### config.mk
export PLATFORM = sky130hd
export DESIGN_NAME = vls_decode
export DESIGN_NICKNAME = d
export VERILOG_FILES = /design/src/rtl/core/vls_pkg.sv /design/src/rtl/core/vls_decode.sv
export SDC_FILE = /design/constraint.sdc
export NUM_CORES = 1
export LEC_CHECK = 0
export BUFFER_PORTS_ARGS = -buffer_cell sky130_fd_sc_hd__buf_2
export CAP_MARGIN = 20
export CORE_AREA = 2 2 96 98
export DETAILED_ROUTE_END_ITERATION = 10
export DIE_AREA = 0 0 98 100
export GPL_TIMING_DRIVEN = 0
export SYNTH_ARGS = -nofsm -noshare
export SYNTH_HDL_FRONTEND = slang
export SYNTH_SLANG_ARGS = --single-unit
### constraint.sdc
create_clock -name vclk -period 2.9
set_clock_uncertainty 0.15 [all_clocks]
set_input_delay 0.58 -clock vclk [all_inputs]
set_output_delay 0.58 -clock vclk [all_outputs]
set_load 0.01 [all_outputs]
### src/rtl/core/vls_pkg.sv
// Shared types and constants of the load/store unit: request and response
// structs, status and operation codes, address map and the state encoding.
// Depends on nothing; every other file of the unit but vls_ram uses it.
package vls_pkg;

  // Default size of the byte memory and the width of a memory byte address
  localparam int unsigned MEM_BYTES = 2048;
  localparam int unsigned MEM_ADDR_W = 16;

  // Address map
  localparam logic [31:0] CONS_CHAR_ADDR = 32'h0000_0812;
  localparam logic [31:0] CONS_INT_ADDR  = 32'h0000_0816;
  localparam logic [31:0] HEAP_LO_ADDR   = 32'h0000_B700;
  localparam logic [31:0] HEAP_HI_ADDR   = 32'h0000_D700;
  localparam logic [31:0] VR_LO_ADDR     = 32'h0000_0800;
  localparam logic [31:0] VR_HI_ADDR     = 32'h0000_0834;
  localparam logic [31:0] STORE_LO_ADDR  = 32'd1024;

  // Low byte of each virtual routine address (the span sits at 0x08xx)
  localparam logic [7:0] VR_CHAR  = 8'h00;
  localparam logic [7:0] VR_DEC   = 8'h04;
  localparam logic [7:0] VR_HEX   = 8'h08;
  localparam logic [7:0] VR_HALT  = 8'h0C;
  localparam logic [7:0] VR_PC    = 8'h20;
  localparam logic [7:0] VR_REGS  = 8'h24;
  localparam logic [7:0] VR_DUMP  = 8'h28;
  localparam logic [7:0] VR_ALLOC = 8'h30;
  localparam logic [7:0] VR_FREE  = 8'h34;

  typedef enum logic [3:0] {
    OP_LB    = 4'd0,
    OP_LH    = 4'd1,
    OP_LW    = 4'd2,
    OP_LBU   = 4'd3,
    OP_LHU   = 4'd4,
    OP_SB    = 4'd5,
    OP_SH    = 4'd6,
    OP_SW    = 4'd7,
    OP_IMAGE = 4'd8
  } op_e;

  typedef enum logic [3:0] {
    ST_LOAD     = 4'd0,
    ST_STORE    = 4'd1,
    ST_ILLEGAL  = 4'd2,
    ST_CHAR     = 4'd3,
    ST_DEC      = 4'd4,
    ST_HEX      = 4'd5,
    ST_HALT     = 4'd6,
    ST_PC_DUMP  = 4'd7,
    ST_REG_DUMP = 4'd8,
    ST_MEM_DUMP = 4'd9,
    ST_ALLOC    = 4'd10,
    ST_FREE     = 4'd11,
    ST_HEAP     = 4'd12,
    ST_CONSOLE  = 4'd13,
    ST_NONE     = 4'd14
  } status_e;

  typedef enum logic [1:0] {
    FSM_IDLE,
    FSM_EXEC,
    FSM_READ
  } fsm_e;

  typedef struct packed {
    logic [3:0]         op;
    logic signed [31:0] base;
    logic signed [11:0] offset;
    logic signed [31:0] store_data;
    logic signed [31:0] console_value;
    logic [4:0]         dest_index;
  } vls_req_t;

  typedef struct packed {
    status_e            status;
    logic signed [31:0] load_value;
    logic               write_reg;
    logic [4:0]         dest_out;
    logic signed [31:0] out_value;
    logic [15:0]        forward_address;
  } vls_rsp_t;

  // Byte memory access: nbytes is 1, 2 or 4
  typedef struct packed {
    logic                  rd;
    logic                  wr;
    logic [MEM_ADDR_W-1:0] addr;
    logic [2:0]            nbytes;
    logic [31:0]           wdata;
  } vls_mem_req_t;

  // Decoded request: the response so far and the memory access it needs
  typedef struct packed {
    vls_rsp_t     rsp;
    vls_mem_req_t mem;
    logic         rd_unsigned;
    logic         rd_dump;
  } vls_act_t;

endpackage

### src/rtl/core/vls_decode.sv
// Address decode of one registered request: region checks, console and
// virtual routine addresses, heap window and the byte memory access.
// Depends on vls_pkg.
module vls_decode #(
  parameter int unsigned MemBytes = vls_pkg::MEM_BYTES
) (
  input  logic [3:0]         op_i,
  input  logic [31:0]        addr_i,
  input  logic [31:0]        data_i,
  input  logic [31:0]        cons_i,
  input  logic [4:0]         dest_i,
  output vls_pkg::vls_act_t  act_o
);

  localparam logic [31:0] Lim1 = 32'(MemBytes - 1);
  localparam logic [31:0] Lim2 = 32'(MemBytes - 2);
  localparam logic [31:0] Lim4 = 32'(MemBytes - 4);

  logic        neg;
  logic        heap;
  logic        fits;
  logic        vr_span;
  logic [2:0]  nbytes;
  logic        dump_fits;

  // Region flags
  always_comb begin
    neg       = addr_i[31];
    heap      = !neg && (addr_i >= vls_pkg::HEAP_LO_ADDR) && (addr_i <= vls_pkg::HEAP_HI_ADDR);
    vr_span   = (addr_i >= vls_pkg::VR_LO_ADDR) && (addr_i <= vls_pkg::VR_HI_ADDR);
    dump_fits = (data_i <= Lim4);
    unique case (vls_pkg::op_e'(op_i))
      vls_pkg::OP_LH, vls_pkg::OP_LHU, vls_pkg::OP_SH: nbytes = 3'd2;
      vls_pkg::OP_LW, vls_pkg::OP_SW:                  nbytes = 3'd4;
      default:                                         nbytes = 3'd1;
    endcase
    unique case (nbytes)
      3'd2:    fits = (addr_i <= Lim2);
      3'd4:    fits = (addr_i <= Lim4);
      default: fits = (addr_i <= Lim1);
    endcase
  end

  // Decide status, result fields and the memory access
  always_comb begin
    act_o                     = '0;
    act_o.rsp.status          = vls_pkg::ST_NONE;
    act_o.rsp.dest_out        = dest_i;
    act_o.mem.addr            = addr_i[vls_pkg::MEM_ADDR_W-1:0];
    act_o.mem.nbytes          = nbytes;
    act_o.mem.wdata           = data_i;
    act_o.rd_unsigned         = 1'b0;
    unique case (vls_pkg::op_e'(op_i))
      vls_pkg::OP_LB, vls_pkg::OP_LH, vls_pkg::OP_LW,
      vls_pkg::OP_LBU, vls_pkg::OP_LHU: begin
        act_o.rd_unsigned = (vls_pkg::op_e'(op_i) == vls_pkg::OP_LBU) ||
                            (vls_pkg::op_e'(op_i) == vls_pkg::OP_LHU);
        if (neg) begin
          act_o.rsp.status = vls_pkg::ST_ILLEGAL;
        end else if (addr_i == vls_pkg::CONS_CHAR_ADDR) begin
          act_o.rsp.status     = vls_pkg::ST_CONSOLE;
          act_o.rsp.load_value = {{24{cons_i[7]}}, cons_i[7:0]};
          act_o.rsp.write_reg  = 1'b1;
        end else if (addr_i == vls_pkg::CONS_INT_ADDR) begin
          act_o.rsp.status     = vls_pkg::ST_CONSOLE;
          act_o.rsp.load_value = cons_i;
          act_o.rsp.write_reg  = 1'b1;
        end else if (heap) begin
          act_o.rsp.status          = vls_pkg::ST_HEAP;
          act_o.rsp.forward_address = addr_i[15:0];
        end else if (!fits) begin
          act_o.rsp.status = vls_pkg::ST_ILLEGAL;
        end else begin
          act_o.rsp.status    = vls_pkg::ST_LOAD;
          act_o.rsp.write_reg = 1'b1;
          act_o.mem.rd        = 1'b1;
        end
      end
      vls_pkg::OP_SB, vls_pkg::OP_SH, vls_pkg::OP_SW: begin
        if (neg || (addr_i < vls_pkg::STORE_LO_ADDR)) begin
          act_o.rsp.status = vls_pkg::ST_ILLEGAL;
        end else if (vr_span) begin
          unique case (addr_i[7:0])
            vls_pkg::VR_CHAR: begin
              act_o.rsp.status    = vls_pkg::ST_CHAR;
              act_o.rsp.out_value = data_i;
            end
            vls_pkg::VR_DEC: begin
              act_o.rsp.status    = vls_pkg::ST_DEC;
              act_o.rsp.out_value = data_i;
            end
            vls_pkg::VR_HEX: begin
              act_o.rsp.status    = vls_pkg::ST_HEX;
              act_o.rsp.out_value = data_i;
            end
            vls_pkg::VR_HALT: act_o.rsp.status = vls_pkg::ST_HALT;
            vls_pkg::VR_PC:   act_o.rsp.status = vls_pkg::ST_PC_DUMP;
            vls_pkg::VR_REGS: act_o.rsp.status = vls_pkg::ST_REG_DUMP;
            vls_pkg::VR_DUMP: begin
              if (dump_fits) begin
                act_o.rsp.status = vls_pkg::ST_MEM_DUMP;
                act_o.mem.rd     = 1'b1;
                act_o.mem.addr   = data_i[vls_pkg::MEM_ADDR_W-1:0];
                act_o.mem.nbytes = 3'd4;
                act_o.rd_dump    = 1'b1;
              end else begin
                act_o.rsp.status = vls_pkg::ST_ILLEGAL;
              end
            end
            vls_pkg::VR_ALLOC: begin
              act_o.rsp.status    = vls_pkg::ST_ALLOC;
              act_o.rsp.out_value = data_i;
            end
            vls_pkg::VR_FREE: begin
              act_o.rsp.status    = vls_pkg::ST_FREE;
              act_o.rsp.out_value = data_i;
            end
            default: act_o.rsp.status = vls_pkg::ST_NONE;
          endcase
        end else if (heap) begin
          act_o.rsp.status          = vls_pkg::ST_HEAP;
          act_o.rsp.forward_address = addr_i[15:0];
          act_o.rsp.out_value       = data_i;
        end else if (!fits) begin
          act_o.rsp.status = vls_pkg::ST_ILLEGAL;
        end else begin
          act_o.rsp.status = vls_pkg::ST_STORE;
          act_o.mem.wr     = 1'b1;
        end
      end
      vls_pkg::OP_IMAGE: begin
        // Image byte write: no region decode, only the memory bound
        if (!neg && fits) begin
          act_o.rsp.status = vls_pkg::ST_STORE;
          act_o.mem.wr     = 1'b1;
        end else begin
          act_o.rsp.status = vls_pkg::ST_ILLEGAL;
        end
      end
      default: act_o.rsp.status = vls_pkg::ST_NONE;
    endcase
  end

endmodule

==> flow_metrics.tcl <==
set metrics [dict create \
    design.seq.count 0 \
    hold_start "dest_i[1]" \
    grt_pass1_vias 2846 \
    min_to "act_o[104]" \
    row_count 35 \
    grt_pass1_wl_um 13980 \
    num_io_pins 250 \
    seq_area_um2 0 \
    vias 3206 \
    synth_top_family_by_area "simple AND/OR/NAND/NOR gates" \
    synth_mux_area_share_pct 3.300 \
    intPower_mw 0.1825 \
    powerDensity_mw_per_mm2 75.37 \
    synth-xor-area-share_pct 1.848 \
    cp.arrival_ns 2.71 \
    grt_max_degree 12 \
    synthesis.area_mm2 0.001896 \
    synth_compound_area_share_pct 26.60 \
    grt_antenna_before_repair 0 \
    dpl_cell_area_mm2 0.003520 \
    syn_avg_cell_area_um2 6.628 \
    antenna_cells 0 \
    dieArea_mm2 0.009800 \
    fin_ws_ns -0.5364 \
    synthAdderAreaFrac_pct 1.980 \
    rsz0062_at_grt "true" \
    synth_cell_types 52 \
    crit_type "in2out" \
    dr.pass1.iters 4 \
    final_area_mm2 0.004773 \
    final.period_utilization_pct 118.5 \
    swShare_pct 49.26 \
    worstPathRequired_ns 2.17 \
    drv_slew 0 \
    drt_iter0_markers 91 \
    min_path_type "in2out" \
    hold_buffers 0 \
    hold_viol_final 0 \
    finalSetupViolCount 103 \
    pwr-share-clk_pct 0 \
    nClkBuffers 0 \
    die_w_um 98 \
    yosys.area_share.simple_pct 43.30 \
    slew_headroom_pct 58.36 \
    routed_wirelength_um 9911 \
    fin_cells 685 \
    crit_path_max_fanout 6 \
    dp_hpwl_um 7099 \
    final_nets 684 \
    outcome "finished with violations" \
    hold_ws_ns 1.194 \
    synthCells 286 \
    vias_per_cell 4.680 \
    min_period_ns 3.436 \
    synth_nets 394 \
    ant_nets 0 \
    finalSetupTns_ns -37.86 \
    clock.fmax_mhz 291.0 \
    cp-start-kind "input pin" \
    maxCapViolCount 0 \
    area_growth_pct 151.8 \
    crit_path_end_kind "output pin" \
    violations "negative setup slack" \
    worst_pin_slew_ns 0.6205 \
    p_sw_mw 0.1772 \
    gp_congestion 0.8564 \
    leakage_nw 2.438 \
    synth-seq-area-share_pct 0 \
    drive_gt1_share_pct 76.48 \
    grt_usage_pct 16.66 \
    combPwrFrac_pct 100.0 \
    grt-ovfl-total 0 \
    routedWlPerCell_um 14.47 \
    port_buffers 240 \
    nFillCells 810 \
    fp.dieH_um 100 \
    start_util_pct 21.32 \
    seqPwrFrac_pct 0 \
    yosysWarnings 0 \
    holdPathStages 2 \
    placeableCoreArea_mm2 0.008890 \
    multi_input_area_mm2 0.001987 \
    place_inst 637 \
    vdd_drop_max_mv 0.05226 \
    drc 0 \
]
cells by family (layout without fill, tap and decap cells):
logic type,count (synthesis),count (layout)
AOI/OAI and AO/OA,68,68
xor gates and xnor gates,4,4
adders and majority gates,3,3
buffers and inverters,68,356
muxes,6,6
and+or+nand+nor,137,137
layout by cell type (no fill, tap or decap), types with 3 or more instances in the layout:
master | netlist | routed
a21o_1 | 12 | 11
a21oi_1 | 5 | 3
and2_1 | 53 | 15
and2_4 | 0 | 38
and3_1 | 3 | 3
buf_12 | 0 | 5
buf_2 | 6 | 175
buf_4 | 38 | 66
buf_6 | 4 | 81
buf_8 | 0 | 8
clkbuf_1 | 13 | 5
clkbuf_2 | 0 | 5
inv_1 | 7 | 5
mux2i_1 | 4 | 3
nand2_1 | 10 | 10
nand3_1 | 7 | 6
nand4_1 | 4 | 4
nor2_1 | 15 | 8
nor2_2 | 0 | 5
nor2b_1 | 6 | 6
nor3_1 | 8 | 3
nor3_2 | 0 | 3
nor3_4 | 1 | 3
nor4_1 | 14 | 3
nor4_4 | 0 | 11
o21a_1 | 24 | 24
o21ai_0 | 5 | 3
o21ai_1 | 1 | 3
or4_4 | 1 | 3
xnor2_1 | 3 | 3
per-stage QoR:
stage	power [mW]	worst slack (ns)	utilization (%)
after CTS	0.3357	-0.5117	48.26
final	0.3598	-0.5364	53.69
after detailed placement	0.2935	-0.8219	39.59
after floorplan	0.1397	-0.1657	-
after global placement	0.2910	-0.7924	39.59
after global routing	0.3867	-0.5851	53.69
power groups by stage:
stage	clock network (mW)	logic [mW]	registers, mW
finish	0	0.360	0
detailed placement	0	0.293	0
global placement	0	0.291	0
floorplan	0	0.140	0
global route	0	0.387	0
CTS	0	0.336	0
worst max-delay path: stages:
cell and delay [ns]:
buf_8 0.10, nor4_4 0.27, nand4_1 0.21, nor3_2 0.26, or4b_4 0.52, nor3_4 0.17
buf_12 0.16, mux2_4 0.30, buf_6 0.12
synthesized netlist by cell type (3+ instances only):
library cell  number  share of area [%]
nor3_1             8                2.1
clkbuf_1          13                2.6
ha_1               3                2.0
nand2_1           10                2.0
buf_6              4                2.4
a221oi_1           3                1.4
o21bai_1           3                1.2
nand3_1            7                1.8
nor2b_1            6                2.0
xnor2_1            3                1.4
mux2i_1            4                2.1
buf_2              6                1.6
and3_1             3               0.99
and2_1            53                 17
nor4_1            14                4.6
nor2_1            15                3.0
buf_4             38                 15
a21oi_1            5                1.3
a21o_1            12                4.8
nand4_1            4                1.3
inv_1              7                1.4
o21ai_0            5                1.3
or4_1              3                1.2
o21a_1            24                9.5
how the worst max path moves through the flow:
stage,from,cells past startpoint,end,slack [ns]
after CTS,data_i[26],9,act_o[40],-0.51
after global routing,data_i[18],9,act_o[40],-0.59
final,data_i[26],9,act_o[40],-0.54
after global placement,data_i[23],9,act_o[54],-0.79
after floorplan,data_i[14],6,act_o[40],-0.17
after detailed placement,data_i[23],9,act_o[54],-0.82
cell type report:
type | count | area share (%)
Inverter | 7 | 0.5505
Multi-Input combinational cell | 218 | 41.63
Timing Repair Buffer | 290 | 45.09
Buffer | 59 | 9.830
Tap cell | 111 | 2.910
per-layer routing:
| metal | vias up | track usage [%] | part of all wire (%) |
|---|---|---|---|
| li1 | 1554 | - | - |
| met1 | 1489 | 21.17 | 39 |
| met2 | 156 | 31.82 | 53 |
| met3 | 7 | 1.114 | 6.9 |
| met4 | 0 | 1.816 | 0.94 |
| met5 | - | 0 | 0 |
what timing repair did:
item                       CTS  global route
cloned                       6             1
setup endpoints to repair  103           103
buffers inserted            30            27
gates resized for setup    102            79
pin swaps                   32            26
Power figures use the tool's default switching activity.
